File: config.mk
export PLATFORM = sky130hd
export DESIGN_NAME = led_pixel_spi_bit_encoder_top_flat
export DESIGN_NICKNAME = d
export VERILOG_FILES = /design/src/rtl/core/lpe_pkg.sv /design/src/rtl/core/lpe_if.sv /design/src/rtl/core/lpe_front.sv /design/src/rtl/core/lpe_queue.sv /design/src/rtl/core/lpe_back.sv /design/src/rtl/core/led_pixel_spi_bit_encoder_top.sv /design/src/flat_wrapper.sv
export SDC_FILE = /design/constraint.sdc
export NUM_CORES = 1
export LEC_CHECK = 0
export BUFFER_PORTS_ARGS = -buffer_cell sky130_fd_sc_hd__buf_4
export CORE_ASPECT_RATIO = 0.5
export CORE_UTILIZATION = 50
export CTS_BUF_LIST = sky130_fd_sc_hd__clkbuf_16
export CTS_CLUSTER_DIAMETER = 150
export DETAILED_ROUTE_END_ITERATION = 6
export PLACE_DENSITY = 0.78
export SYNTH_ARGS = -nofsm -noshare
export SYNTH_HDL_FRONTEND = slang
export SYNTH_HIERARCHICAL = 1
export SYNTH_SLANG_ARGS = --single-unit
File: constraint.sdc
create_clock -name clock -period 5.81 [get_ports clock]
set_clock_uncertainty 0.15 [all_clocks]
set_input_delay 1.162 -clock clock [delete_from_list [all_inputs] [get_ports clock]]
set_output_delay 1.162 -clock clock [all_outputs]
set_load 0.1 [all_outputs]
File: src/rtl/core/lpe_pkg.sv
// Package: shared constants, types and the symbol encoder for the LED pixel encoder.
`default_nettype none
package lpe_pkg;

   localparam int WORD_WIDTH      = 16;
   localparam int COLOR_WIDTH     = 8;
   localparam int SYM_WIDTH       = 3;
   localparam int COLORS          = 3;
   localparam int PIXEL_BITS      = COLORS * COLOR_WIDTH;
   localparam int STREAM_WIDTH    = PIXEL_BITS * SYM_WIDTH;
   localparam int ACC_WIDTH       = STREAM_WIDTH + WORD_WIDTH;
   localparam int CNT_WIDTH       = $clog2(ACC_WIDTH);
   localparam int FILL_WIDTH      = $clog2(WORD_WIDTH);
   localparam int CSR_INDEX_WIDTH = 1;
   localparam int CSR_DATA_WIDTH  = SYM_WIDTH;
   localparam int QUEUE_DEPTH     = 2;
   localparam int QPTR_WIDTH      = $clog2(QUEUE_DEPTH);

   localparam logic [SYM_WIDTH-1:0] ONE_SYMBOL_RESET  = 3'd6;
   localparam logic [SYM_WIDTH-1:0] ZERO_SYMBOL_RESET = 3'd4;

   localparam logic [CSR_INDEX_WIDTH-1:0] CSR_ONE_SYMBOL  = 1'd0;
   localparam logic [CSR_INDEX_WIDTH-1:0] CSR_ZERO_SYMBOL = 1'd1;

   localparam logic MODE_PIXEL = 1'b0;
   localparam logic MODE_FLUSH = 1'b1;

   typedef struct packed {
      logic                    flush;
      logic                    open_frame;
      logic [STREAM_WIDTH-1:0] stream;
   } cmd_type;

   typedef enum logic [1:0] {
      BK_IDLE,
      BK_RUN,
      BK_LAST
   } back_state_type;

   // Green MSB lands in the top symbol slot.
   function automatic logic [STREAM_WIDTH-1:0] encode_pixel(
      input logic [PIXEL_BITS-1:0] colors,
      input logic [SYM_WIDTH-1:0]  one_sym,
      input logic [SYM_WIDTH-1:0]  zero_sym
   );
      logic [STREAM_WIDTH-1:0] stream;
      stream = '0;
      for (int i = 0; i < PIXEL_BITS; i++) begin
         stream[SYM_WIDTH*i +: SYM_WIDTH] = colors[i] ? one_sym : zero_sym;
      end
      return stream;
   endfunction

endpackage
`default_nettype wire

File: src/rtl/core/lpe_if.sv
// Interfaces: pixel request channel and word response channel.
`default_nettype none
interface lpe_req_if;
   logic                            valid;
   logic                            ready;
   logic                            mode;
   logic [lpe_pkg::COLOR_WIDTH-1:0] green;
   logic [lpe_pkg::COLOR_WIDTH-1:0] red;
   logic [lpe_pkg::COLOR_WIDTH-1:0] blue;

   modport source(output valid, mode, green, red, blue, input ready);
   modport sink(input valid, mode, green, red, blue, output ready);
endinterface

interface lpe_rsp_if;
   logic                           valid;
   logic                           ready;
   logic [lpe_pkg::WORD_WIDTH-1:0] word;
   logic                           last;

   modport source(output valid, word, last, input ready);
   modport sink(input valid, word, last, output ready);
endinterface
`default_nettype wire

File: src/rtl/core/lpe_front.sv
// Front end: symbol registers, item accept, frame tracking and symbol encoding.
`default_nettype none
module lpe_front (
   input  wire logic                                 clock,
   input  wire logic                                 reset,
   lpe_req_if.sink                                   req,
   input  wire logic                                 csr_write_enable,
   input  wire logic [lpe_pkg::CSR_INDEX_WIDTH-1:0]  csr_index,
   input  wire logic [lpe_pkg::CSR_DATA_WIDTH-1:0]   csr_write_data,
   input  wire logic                                 queue_full,
   output      logic                                 push,
   output      lpe_pkg::cmd_type                     cmd
);
   import lpe_pkg::*;

   logic [SYM_WIDTH-1:0] one_sym_ff, one_sym_in;
   logic [SYM_WIDTH-1:0] zero_sym_ff, zero_sym_in;
   logic                 frame_open_ff, frame_open_in;

   assign req.ready = !queue_full;
   assign push      = req.valid && !queue_full;

   always_comb begin
      cmd.flush      = (req.mode == MODE_FLUSH);
      cmd.open_frame = (req.mode == MODE_PIXEL) && !frame_open_ff;
      cmd.stream     = encode_pixel({req.green, req.red, req.blue}, one_sym_ff, zero_sym_ff);
   end

   always_comb begin
      one_sym_in    = one_sym_ff;
      zero_sym_in   = zero_sym_ff;
      frame_open_in = frame_open_ff;
      if (csr_write_enable) begin
         case (csr_index)
            CSR_ONE_SYMBOL:  one_sym_in  = csr_write_data;
            CSR_ZERO_SYMBOL: zero_sym_in = csr_write_data;
            default: ;
         endcase
      end
      if (push) begin
         frame_open_in = (req.mode == MODE_PIXEL);
      end
   end

   always_ff @(posedge clock) begin
      if (reset) begin
         one_sym_ff    <= ONE_SYMBOL_RESET;
         zero_sym_ff   <= ZERO_SYMBOL_RESET;
         frame_open_ff <= 1'b0;
      end else begin
         one_sym_ff    <= one_sym_in;
         zero_sym_ff   <= zero_sym_in;
         frame_open_ff <= frame_open_in;
      end
   end

endmodule
`default_nettype wire

File: src/rtl/core/lpe_queue.sv
// Command queue between front and back end.
`default_nettype none
module lpe_queue (
   input  wire logic             clock,
   input  wire logic             reset,
   input  wire logic             push,
   input  wire lpe_pkg::cmd_type push_cmd,
   output      logic             full,
   input  wire logic             pop,
   output      logic             not_empty,
   output      lpe_pkg::cmd_type head
);
   import lpe_pkg::*;

   cmd_type                slot_ff [QUEUE_DEPTH];
   logic [QPTR_WIDTH-1:0]  wr_ptr_ff, wr_ptr_in;
   logic [QPTR_WIDTH-1:0]  rd_ptr_ff, rd_ptr_in;
   logic [QPTR_WIDTH:0]    count_ff, count_in;

   localparam logic [QPTR_WIDTH-1:0] LAST_SLOT = QPTR_WIDTH'(QUEUE_DEPTH - 1);

   assign full      = (count_ff == (QPTR_WIDTH+1)'(QUEUE_DEPTH));
   assign not_empty = (count_ff != '0);
   assign head      = slot_ff[rd_ptr_ff];

   always_comb begin
      wr_ptr_in = wr_ptr_ff;
      rd_ptr_in = rd_ptr_ff;
      count_in  = count_ff;
      if (push) begin
         wr_ptr_in = (wr_ptr_ff == LAST_SLOT) ? '0 : wr_ptr_ff + 1'b1;
      end
      if (pop) begin
         rd_ptr_in = (rd_ptr_ff == LAST_SLOT) ? '0 : rd_ptr_ff + 1'b1;
      end
      case ({push, pop})
         2'b10:   count_in = count_ff + 1'b1;
         2'b01:   count_in = count_ff - 1'b1;
         default: count_in = count_ff;
      endcase
   end

   always_ff @(posedge clock) begin
      if (reset) begin
         wr_ptr_ff <= '0;
         rd_ptr_ff <= '0;
         count_ff  <= '0;
      end else begin
         wr_ptr_ff <= wr_ptr_in;
         rd_ptr_ff <= rd_ptr_in;
         count_ff  <= count_in;
      end
   end

   always_ff @(posedge clock) begin
      if (push) begin
         slot_ff[wr_ptr_ff] <= push_cmd;
      end
   end

endmodule
`default_nettype wire

File: src/rtl/core/lpe_back.sv
// Back end: bit packer into 16-bit words and the response output register.
`default_nettype none
module lpe_back (
   input  wire logic             clock,
   input  wire logic             reset,
   input  wire logic             cmd_valid,
   input  wire lpe_pkg::cmd_type cmd,
   output      logic             cmd_pop,
   lpe_rsp_if.source             rsp
);
   import lpe_pkg::*;

   back_state_type          state_ff, state_in;
   // Pending bits, left-justified; bits below the count are always zero.
   logic [ACC_WIDTH-1:0]    acc_ff, acc_in;
   logic [CNT_WIDTH-1:0]    cnt_ff, cnt_in;
   logic                    rsp_valid_ff, rsp_valid_in;
   logic [WORD_WIDTH-1:0]   rsp_word_ff, rsp_word_in;
   logic                    rsp_last_ff, rsp_last_in;

   logic                    can_emit;
   logic [ACC_WIDTH-1:0]    merged;
   logic [CNT_WIDTH-1:0]    cnt_less;

   localparam logic [CNT_WIDTH-1:0] WORD_BITS   = CNT_WIDTH'(WORD_WIDTH);
   localparam logic [CNT_WIDTH-1:0] STREAM_BITS = CNT_WIDTH'(STREAM_WIDTH);

   assign can_emit  = !rsp_valid_ff || rsp.ready;
   assign merged    = acc_ff | ({cmd.stream, WORD_WIDTH'(0)} >> cnt_ff[FILL_WIDTH-1:0]);
   assign cnt_less  = cnt_ff - WORD_BITS;

   assign rsp.valid = rsp_valid_ff;
   assign rsp.word  = rsp_word_ff;
   assign rsp.last  = rsp_last_ff;

   always_comb begin
      state_in     = state_ff;
      acc_in       = acc_ff;
      cnt_in       = cnt_ff;
      rsp_valid_in = rsp_valid_ff && !rsp.ready;
      rsp_word_in  = rsp_word_ff;
      rsp_last_in  = rsp_last_ff;
      cmd_pop      = 1'b0;
      case (state_ff)
         BK_IDLE: begin
            if (cmd_valid && can_emit) begin
               cmd_pop      = 1'b1;
               rsp_valid_in = 1'b1;
               rsp_last_in  = 1'b0;
               if (cmd.flush) begin
                  acc_in = '0;
                  cnt_in = '0;
                  if (cnt_ff != '0) begin
                     rsp_word_in = acc_ff[ACC_WIDTH-1 -: WORD_WIDTH];
                     state_in    = BK_LAST;
                  end else begin
                     rsp_word_in = '0;
                     rsp_last_in = 1'b1;
                  end
               end else if (cmd.open_frame) begin
                  rsp_word_in = '0;
                  acc_in      = merged;
                  cnt_in      = cnt_ff + STREAM_BITS;
                  state_in    = BK_RUN;
               end else begin
                  rsp_word_in = merged[ACC_WIDTH-1 -: WORD_WIDTH];
                  acc_in      = merged << WORD_WIDTH;
                  cnt_in      = cnt_ff + STREAM_BITS - WORD_BITS;
                  state_in    = BK_RUN;
               end
            end
         end
         BK_RUN: begin
            if (can_emit) begin
               rsp_valid_in = 1'b1;
               rsp_last_in  = 1'b0;
               rsp_word_in  = acc_ff[ACC_WIDTH-1 -: WORD_WIDTH];
               acc_in       = acc_ff << WORD_WIDTH;
               cnt_in       = cnt_less;
               if (cnt_less < WORD_BITS) begin
                  state_in = BK_IDLE;
               end
            end
         end
         BK_LAST: begin
            if (can_emit) begin
               rsp_valid_in = 1'b1;
               rsp_last_in  = 1'b1;
               rsp_word_in  = '0;
               state_in     = BK_IDLE;
            end
         end
         default: state_in = BK_IDLE;
      endcase
   end

   always_ff @(posedge clock) begin
      if (reset) begin
         state_ff     <= BK_IDLE;
         acc_ff       <= '0;
         cnt_ff       <= '0;
         rsp_valid_ff <= 1'b0;
      end else begin
         state_ff     <= state_in;
         acc_ff       <= acc_in;
         cnt_ff       <= cnt_in;
         rsp_valid_ff <= rsp_valid_in;
      end
   end

   always_ff @(posedge clock) begin
      rsp_word_ff <= rsp_word_in;
      rsp_last_ff <= rsp_last_in;
   end

endmodule
`default_nettype wire

File: src/rtl/core/led_pixel_spi_bit_encoder_top.sv
// Top level: LED pixel to three-bit line symbol encoder, 16-bit word output.
//
//  channel | dir | handshake       | payload
//  --------+-----+-----------------+---------------------------------------
//  req     | in  | valid / ready   | mode, green, red, blue
//  rsp     | out | valid / ready   | word (16b, first bit in bit 15), last
//  csr     | in  | write enable    | csr_index (0 one symbol, 1 zero symbol)
//
// One output word per cycle from the back-end packer while rsp is not stalled;
// a pixel emits one word per 16 bits of stream, plus the opening zero word
// of a frame, and a flush emits any partial word, then the last word.
// Synchronous active-high reset; symbols return to 110 / 100.
// A two-item queue lets the front take items while the packer or the rsp
// side is stalled; rsp is a registered output.
`default_nettype none
module led_pixel_spi_bit_encoder_top (
   input  wire logic                                clock,
   input  wire logic                                reset,
   lpe_req_if.sink                                  req,
   lpe_rsp_if.source                                rsp,
   input  wire logic                                csr_write_enable,
   input  wire logic [lpe_pkg::CSR_INDEX_WIDTH-1:0] csr_index,
   input  wire logic [lpe_pkg::CSR_DATA_WIDTH-1:0]  csr_write_data
);
   import lpe_pkg::*;

   // front -> queue
   logic    push;
   logic    queue_full;
   cmd_type push_cmd;

   // queue -> back
   logic    cmd_valid;
   logic    cmd_pop;
   cmd_type head_cmd;

   // Encodes each pixel into its 72-bit symbol stream at accept time and
   // tags whether the frame's opening zero word is due.
   lpe_front u_front (
      .clock            (clock),
      .reset            (reset),
      .req              (req),
      .csr_write_enable (csr_write_enable),
      .csr_index        (csr_index),
      .csr_write_data   (csr_write_data),
      .queue_full       (queue_full),
      .push             (push),
      .cmd              (push_cmd)
   );

   lpe_queue u_queue (
      .clock     (clock),
      .reset     (reset),
      .push      (push),
      .push_cmd  (push_cmd),
      .full      (queue_full),
      .pop       (cmd_pop),
      .not_empty (cmd_valid),
      .head      (head_cmd)
   );

   // Merges the stream behind the leftover partial word and shifts out
   // one 16-bit word per cycle while the rsp side is not stalled.
   lpe_back u_back (
      .clock     (clock),
      .reset     (reset),
      .cmd_valid (cmd_valid),
      .cmd       (head_cmd),
      .cmd_pop   (cmd_pop),
      .rsp       (rsp)
   );

endmodule
`default_nettype wire

File: src/flat_wrapper.sv
// flat-port wrapper written by rule: the top's interface ports become plain ports
module led_pixel_spi_bit_encoder_top_flat import lpe_pkg::*;
  (clock, reset, csr_write_enable, csr_index, csr_write_data, req_valid, req_mode, req_green, req_red, req_blue, req_ready, rsp_valid, rsp_word, rsp_last, rsp_ready);
  lpe_req_if req_i ();
  lpe_rsp_if rsp_i ();
  input  wire logic clock;
  input  wire logic reset;
  input  wire logic csr_write_enable;
  input  wire logic [lpe_pkg::CSR_INDEX_WIDTH-1:0] csr_index;
  input  wire logic [lpe_pkg::CSR_DATA_WIDTH-1:0] csr_write_data;
  input wire logic [$bits(req_i.valid)-1:0] req_valid;
  input wire logic [$bits(req_i.mode)-1:0] req_mode;
  input wire logic [$bits(req_i.green)-1:0] req_green;
  input wire logic [$bits(req_i.red)-1:0] req_red;
  input wire logic [$bits(req_i.blue)-1:0] req_blue;
  output wire logic [$bits(req_i.ready)-1:0] req_ready;
  output wire logic [$bits(rsp_i.valid)-1:0] rsp_valid;
  output wire logic [$bits(rsp_i.word)-1:0] rsp_word;
  output wire logic [$bits(rsp_i.last)-1:0] rsp_last;
  input wire logic [$bits(rsp_i.ready)-1:0] rsp_ready;
  assign req_i.valid = req_valid;
  assign req_i.mode = req_mode;
  assign req_i.green = req_green;
  assign req_i.red = req_red;
  assign req_i.blue = req_blue;
  assign req_ready = req_i.ready;
  assign rsp_valid = rsp_i.valid;
  assign rsp_word = rsp_i.word;
  assign rsp_last = rsp_i.last;
  assign rsp_i.ready = rsp_ready;
  led_pixel_spi_bit_encoder_top u_core (.clock(clock), .reset(reset), .req(req_i), .rsp(rsp_i), .csr_write_enable(csr_write_enable), .csr_index(csr_index), .csr_write_data(csr_write_data));
endmodule
# ---- After elaboration in Yosys (flattened, before gate mapping)
# Memory sizes are Yosys's and may differ from the RTL's. A register that Yosys moved wholly into a read port is not among the register bits.
# Cells that the tools add are included.
dict set report op_classes {
  addsub 7
  order_cmp 1
  eq_ne 10
  shifts 1
  mux 66
  n_bitwise 3
  n_reduce_logical 21
}
# operator count
set ops {}
lappend ops {{$mux 88} 4}
lappend ops {{$pmux 88 s2} 1}
lappend ops {{$mux 16} 6}
lappend ops {{$or 88x88->88} 1}
lappend ops {{$shr 88x4->88} 1}
lappend ops {{$mux 3} 24}
lappend ops {{$pmux 16 s3} 1}
lappend ops {{$mux 7} 4}
lappend ops {{$mux 1} 15}
lappend ops {{$pmux 7 s2} 1}
lappend ops {{$sub 7x5->7 const B} 2}
lappend ops {{$mux 2} 6}
lappend ops {{$ne 2x2->1 const B} 4}
lappend ops {{$add 7x7->7 const B} 1}
lappend ops {{$lt 7x5->1 const B} 1}
lappend ops {{$reduce_bool 7->1} 1}
lappend ops {{$eq 2x2->1 const B} 3}
lappend ops {{$pmux 2 s3} 1}
lappend ops {{$reduce_bool 2->1} 3}
lappend ops {{$reduce_and 5->1} 1}
lappend ops {{$eq 2x1->1 const B} 2}
lappend ops {{$logic_and 1x1->1} 4}
lappend ops {{$logic_not 1->1} 4}
lappend ops {{$pmux 2 s2} 1}
lappend ops {{14 further kinds} 17}
dict set report word_totals {
  register_bits 126
  mem_bits_rw 148
  inputBits 34
  output_inout_bits 19
  elab_cells 122
  mem_count 1
}
# name depth word_bits read_ports rd_clocked_by_memory_dff wr line
set mem_list {}
lappend mem_list {u_core.u_queue.slot_ff 2 74 1 1 1 lpe_queue.sv:15} ;# cmd_type slot_ff [QUEUE_DEPTH];

# ---- Logic depth before layout (Yosys ltp)
dict set report logic_depth {
  word_depth 7
  depth_mapped 10
  depth_no_buf 8
}

# ---- Cells and area by module
# Netlist, hierarchy kept.
# module n_inst cells_per_inst area_per_inst_um2 seq_area_each_um2
set by_module_without_submodules {}
lappend by_module_without_submodules {lpe_back 1 757 6253.5 2392.3}
lappend by_module_without_submodules {lpe_queue 1 252 5540.3 4544.4}
lappend by_module_without_submodules {lpe_front 1 117 1201.2 140.1}

# ---- Least setup slack after synthesis
# Ideal clock, no wire load.
dict set report synth_timing {
  path_type {input-to-reg}
  start {in req_valid}
  end {mem u_core/u_queue/slot_ff[0][0] (netlist bit) (enable)}
  setup_time_ns 0.506
  t_arrival_ns 4.515
  required_time_ns 5.154
  setup_slack_ns 0.639
  cell_stages 3
  n_path_buf 0
  cell_sequence {nor2b_2 -> inv_1 -> nor2_1}
}
dict set report synth_between {
  elab_chain_cells 3
}
# item line
set synth_rtl {}
lappend synth_rtl {{start: declaration} flat_wrapper.sv:11} ;# input wire logic [$bits(req_i.valid)-1:0] req_valid;
lappend synth_rtl {{$logic_and 1x1->1} lpe_front.sv:21} ;# assign push = req.valid && !queue_full;
lappend synth_rtl {{$mux 1} lpe_queue.sv:56} ;# if (push) begin
lappend synth_rtl {{$mux 1 (not written as such)} lpe_queue.sv:57} ;# slot_ff[wr_ptr_ff] <= push_cmd;
lappend synth_rtl {{end: declaration} lpe_queue.sv:15}
# No other way between the ends.

==> metrics.log <==
[metrics] effective utilization at floorplan: 51.3%
[metrics] met3 global-route usage: 4.16%
[metrics] via count of the first global-routing pass: 8,557
[metrics] global routing usage on met1: 33.3%
[metrics] Final Instance Area: 14,300 sq um
[metrics] flip-flop and latch count after synthesis: 271
[metrics] clock-pin slew reported for the worst setup and hold paths after clock tree synthesis: 0.06 ns
[metrics] fin cells: 1,493
[metrics] Detailed Place HPWL: 20,200 microns
[metrics] critical path's slowest cell: sky130_fd_sc_hd__dfxtp_2
[metrics] number of clock buffers inserted by TritonCTS: 26
[metrics] fraction of final layout cells sized beyond drive strength 1: 24.3%
[metrics] placed standard-cell area: 13,400 sq um
[metrics] Total GRT Usage: 23.2%
[metrics] average cell area after synthesis: 11.5 sq um
[metrics] Area growth, synth to finish: 9.72%
[metrics] Worst Hold Path EP: u_core/u_back/acc_ff[2]
[metrics] largest net degree at the start of global routing: 99
[metrics] Worst Path Max Fanout: 38
[metrics] signal arrival time at the worst endpoint: 3.95 ns
[metrics] post-layout minimum cycle time: 3.71 ns
[metrics] average wire length per cell after detail routing: 20.8 microns
[metrics] die height: 116 microns
[metrics] actual slew at the worst max-slew pin: 1.14 ns
[metrics] cell type contributing the most total cell area after synthesis: sky130_fd_sc_hd__edfxtp_1
[metrics] worst hold start: u_core/u_back/acc_ff[2]
[metrics] path depth of the worst reg2reg path: 7
[metrics] DRC errors left: 0
[metrics] Filler Cell Count: 2,077
[metrics] worst hold-check path type: register to register
[metrics] total via count after detailed routing: 9,124
[metrics] sequential share of the synthesized area: 54.5%
[metrics] number of cells traversed by the worst hold path: 1
[metrics] kind of end point of the critical path: register
[metrics] largest vdd supply drop: 297 uV
[metrics] top flip-flop cell by instance count after synthesis: sky130_fd_sc_hd__edfxtp_1
[metrics] PwrDens: 554 nW/um^2
[metrics] number of synthesized flops with an enable pin: 165
[metrics] Synth area leaders: sky130_fd_sc_hd__edfxtp_1 (38%), sky130_fd_sc_hd__dfxtp_1 (16%), sky130_fd_sc_hd__mux2_2 (14%)
[metrics] average via count per standard cell: 6.11
[metrics] number of max-cap violations: 0
[metrics] GRT Residual Overflow: 0
[metrics] wire length of the first global-routing pass: 48,400 microns
[metrics] cell family with most CP delay: compound AO/OA/AOI/OAI gates
[metrics] number of ports placed on the die boundary: 53
[metrics] Placement Setup Slack: 2.26 ns
[metrics] total of warnings raised by yosys: 6
[metrics] kind of launch point of the worst setup path: register
[metrics] Final GP Congestion: 0.847
[metrics] Initial DRT Pass Iterations: 5
[metrics] routing layer with the top usage in global route: met2
[metrics] top library cells by usage in the layout, fill and taps aside: sky130_fd_sc_hd__edfxtp_1 (165), sky130_fd_sc_hd__mux2_2 (156), sky130_fd_sc_hd__nor2_1 (117), sky130_fd_sc_hd__a211oi_1 (116), sky130_fd_sc_hd__dfxtp_1 (104)
[metrics] achievable frequency: 270 MHz
[metrics] final hold vios: 0
[metrics] deepest clock path buffer count: 3
[metrics] Final Cycle Share: 63.9%
[metrics] Async SR Flop Fraction: 0%
[metrics] final worst slack: 2.10 ns
[metrics] setup-violating endpoint count in the final report: 0
[metrics] total of buffers placed on input and output ports: 52
[metrics] status: complete, no violations
[metrics] cell chain of the critical path: buf_4 > mux2_2 > nor2b_1 > a211oi_1 > o22ai_1 > a211oi_1 > nor3_1
[metrics] root buffer cell: sky130_fd_sc_hd__clkbuf_16
[metrics] Synth cell types: 51
[metrics] register cell area after layout: 7080 sq um
[metrics] area occupied by multi-input gates: 5390 sq um
[metrics] Post-layout nets: 1,174
[metrics] count of instances resized after the clock tree is built: 0
[metrics] number of routed nets with antenna violations: 0
[metrics] met2 demand-to-capacity share in global routing: 36.4%
[metrics] data required time at the worst endpoint: 6.05 ns
[metrics] max-slew violations: 0
[metrics] total placed cells including tap cells: 1,445
[metrics] clock sinks: 271
[metrics] unrepaired setup endpoints after global routing: false
[metrics] initial antenna violation count: 0
[metrics] R2R Path End: u_core/u_back/acc_ff[54]
[metrics] post-CTS setup buffers: 0
[metrics] synthesized instance count: 1,126
[metrics] CTS tree: yes
[metrics] number of buffers and inverters on the critical path: 1
[metrics] WL final: 31,100 microns
[metrics] violation count after the first detailed-route iteration: 1,220
[metrics] H-tree lvl count: 1
[metrics] core box area: 25,300 sq um
[metrics] aggregate negative setup slack: 0 ns
[metrics] width of the chip: 230 microns
[metrics] leading cell type in the layout, fill and taps excluded: sky130_fd_sc_hd__edfxtp_1
[metrics] area of the mapped netlist: 13,000 sq um
[metrics] leakage power summed over all cells: 4.81 nW
[metrics] quantity of hold-fixing buffers added after cts: 0
[metrics] Synth top area share: 38.1%
[metrics] most frequent cell on the critical path: sky130_fd_sc_hd__a211oi_1
[metrics] Rows: 41
[metrics] synthesized netlist net count: 1,171
[metrics] full die area: 26,700 sq um
[metrics] Worst slew margin: 23.8%
[metrics] Crit Path Category: register to register
[metrics] clock latency on the worst-skew pair: 0.53 ns
[metrics] critical path's largest stage delay: 0.99 ns
[metrics] register-to-register path setup slack: 2.10 ns
[metrics] diode insertion count for antenna repair: 0
[layer usage]
metal | up-vias | share of wire (%)
met1 | 4433 | 45
met4 | 0 | 2.3
met2 | 377 | 44
li1 | 4262 | -
met5 | - | 0
met3 | 52 | 8.0
[worst register-to-register path, cell delays in order (launching register included)]
cell and delay [ns]:
sky130_fd_sc_hd__dfxtp_2 0.99, sky130_fd_sc_hd__buf_4 0.62, sky130_fd_sc_hd__mux2_2 0.45, sky130_fd_sc_hd__nor2b_1 0.16, sky130_fd_sc_hd__a211oi_1 0.57, sky130_fd_sc_hd__o22ai_1 0.15, sky130_fd_sc_hd__a211oi_1 0.39, sky130_fd_sc_hd__nor3_1 0.09
[per-stage QoR]
step	power, mW	hold slack [ns]	util [%]
after floorplan	5.48	0.281	-
after global placement	6.14	0.297	53.0
after detailed placement	6.23	0.301	53.0
after CTS	7.86	0.318	56.3
after global routing	8.32	0.347	56.3
final	7.90	0.314	56.3
[registers in the layout (all words and copies together), names as in the netlist, named ones only]
name / count
u_core/u_back/cnt_ff: 4
u_core/u_queue/wr_ptr_ff: 1
u_core/u_back/rsp.valid: 1
u_core/u_front/one_sym_ff: 3
u_core/u_back/acc_ff: 87
u_core/u_back/rsp.word: 16
u_core/u_queue/slot_ff: 148
u_core/u_front/frame_open_ff: 1
u_core/u_queue/rd_ptr_ff: 1
u_core/u_back/state_ff: 2
u_core/u_queue/count_ff: 2
u_core/u_back/rsp.last: 1
u_core/u_front/zero_sym_ff: 3
[logic make-up (layout without fill, tap and decap cells)]
group,Yosys count,in the layout,share of synthesized area [%]
compound gates,281,281,14.9
simple gates,295,295,10.9
flops,271,271,54.5
buf+inv,100,123,4.25
fa+ha+maj,11,11,1.06
mux,160,160,13.8
xor+xnor,8,8,0.539
[synthesized netlist by cell type (4+ instances only)]
cell type,instances
sky130_fd_sc_hd__and2_1,23
sky130_fd_sc_hd__buf_4,11
sky130_fd_sc_hd__buf_6,11
sky130_fd_sc_hd__a21oi_1,51
sky130_fd_sc_hd__inv_1,9
sky130_fd_sc_hd__nor3_1,49
sky130_fd_sc_hd__and2_0,5
sky130_fd_sc_hd__nor2b_1,41
sky130_fd_sc_hd__a31oi_1,8
sky130_fd_sc_hd__o22ai_1,32
sky130_fd_sc_hd__o21ai_0,24
sky130_fd_sc_hd__nand2b_1,11
sky130_fd_sc_hd__edfxtp_1,165
sky130_fd_sc_hd__mux2i_1,4
sky130_fd_sc_hd__a22oi_1,4
sky130_fd_sc_hd__mux2_2,156
sky130_fd_sc_hd__xnor2_1,6
sky130_fd_sc_hd__a221oi_1,9
sky130_fd_sc_hd__buf_2,42
sky130_fd_sc_hd__a211oi_1,116
sky130_fd_sc_hd__a211o_1,12
sky130_fd_sc_hd__nand2_1,31
sky130_fd_sc_hd__clkbuf_1,25
sky130_fd_sc_hd__a22o_1,8
sky130_fd_sc_hd__dfxtp_1,106
sky130_fd_sc_hd__ha_1,11
sky130_fd_sc_hd__nor2_1,118
sky130_fd_sc_hd__o221ai_1,4
[worst max-delay path by stage]
stage                                   endpoint  slack (ns)  cells after the start
floorplan           u_core/u_queue/slot_ff[0][0]        0.64                      3
global placement        u_core/u_back/acc_ff[54]        2.37                      7
detailed placement      u_core/u_back/acc_ff[54]        2.26                      7
CTS                     u_core/u_back/acc_ff[54]        2.19                      7
global route            u_core/u_back/acc_ff[54]        1.97                      7
finish                  u_core/u_back/acc_ff[54]        2.10                      7
[area by class of cell]
| type | count | share of cell area (%) |
|---|---|---|
| well taps | 344 | 3.02 |
| flip-flops and latches | 271 | 49.7 |
| clock inverters | 21 | 1.03 |
| multi-input cells | 755 | 37.8 |
| repair buffers | 65 | 3.51 |
| clock buffers | 27 | 4.74 |
| inverters | 10 | 0.263 |
[power by group]
part	leakage [nW]	internal [mW]	switching, mW
combinational	2.00	1.16	2.26
sequential	2.37	2.54	0.312
clock	0.438	0.928	0.702
No activity file was read; power rests on OpenSTA's default activity.
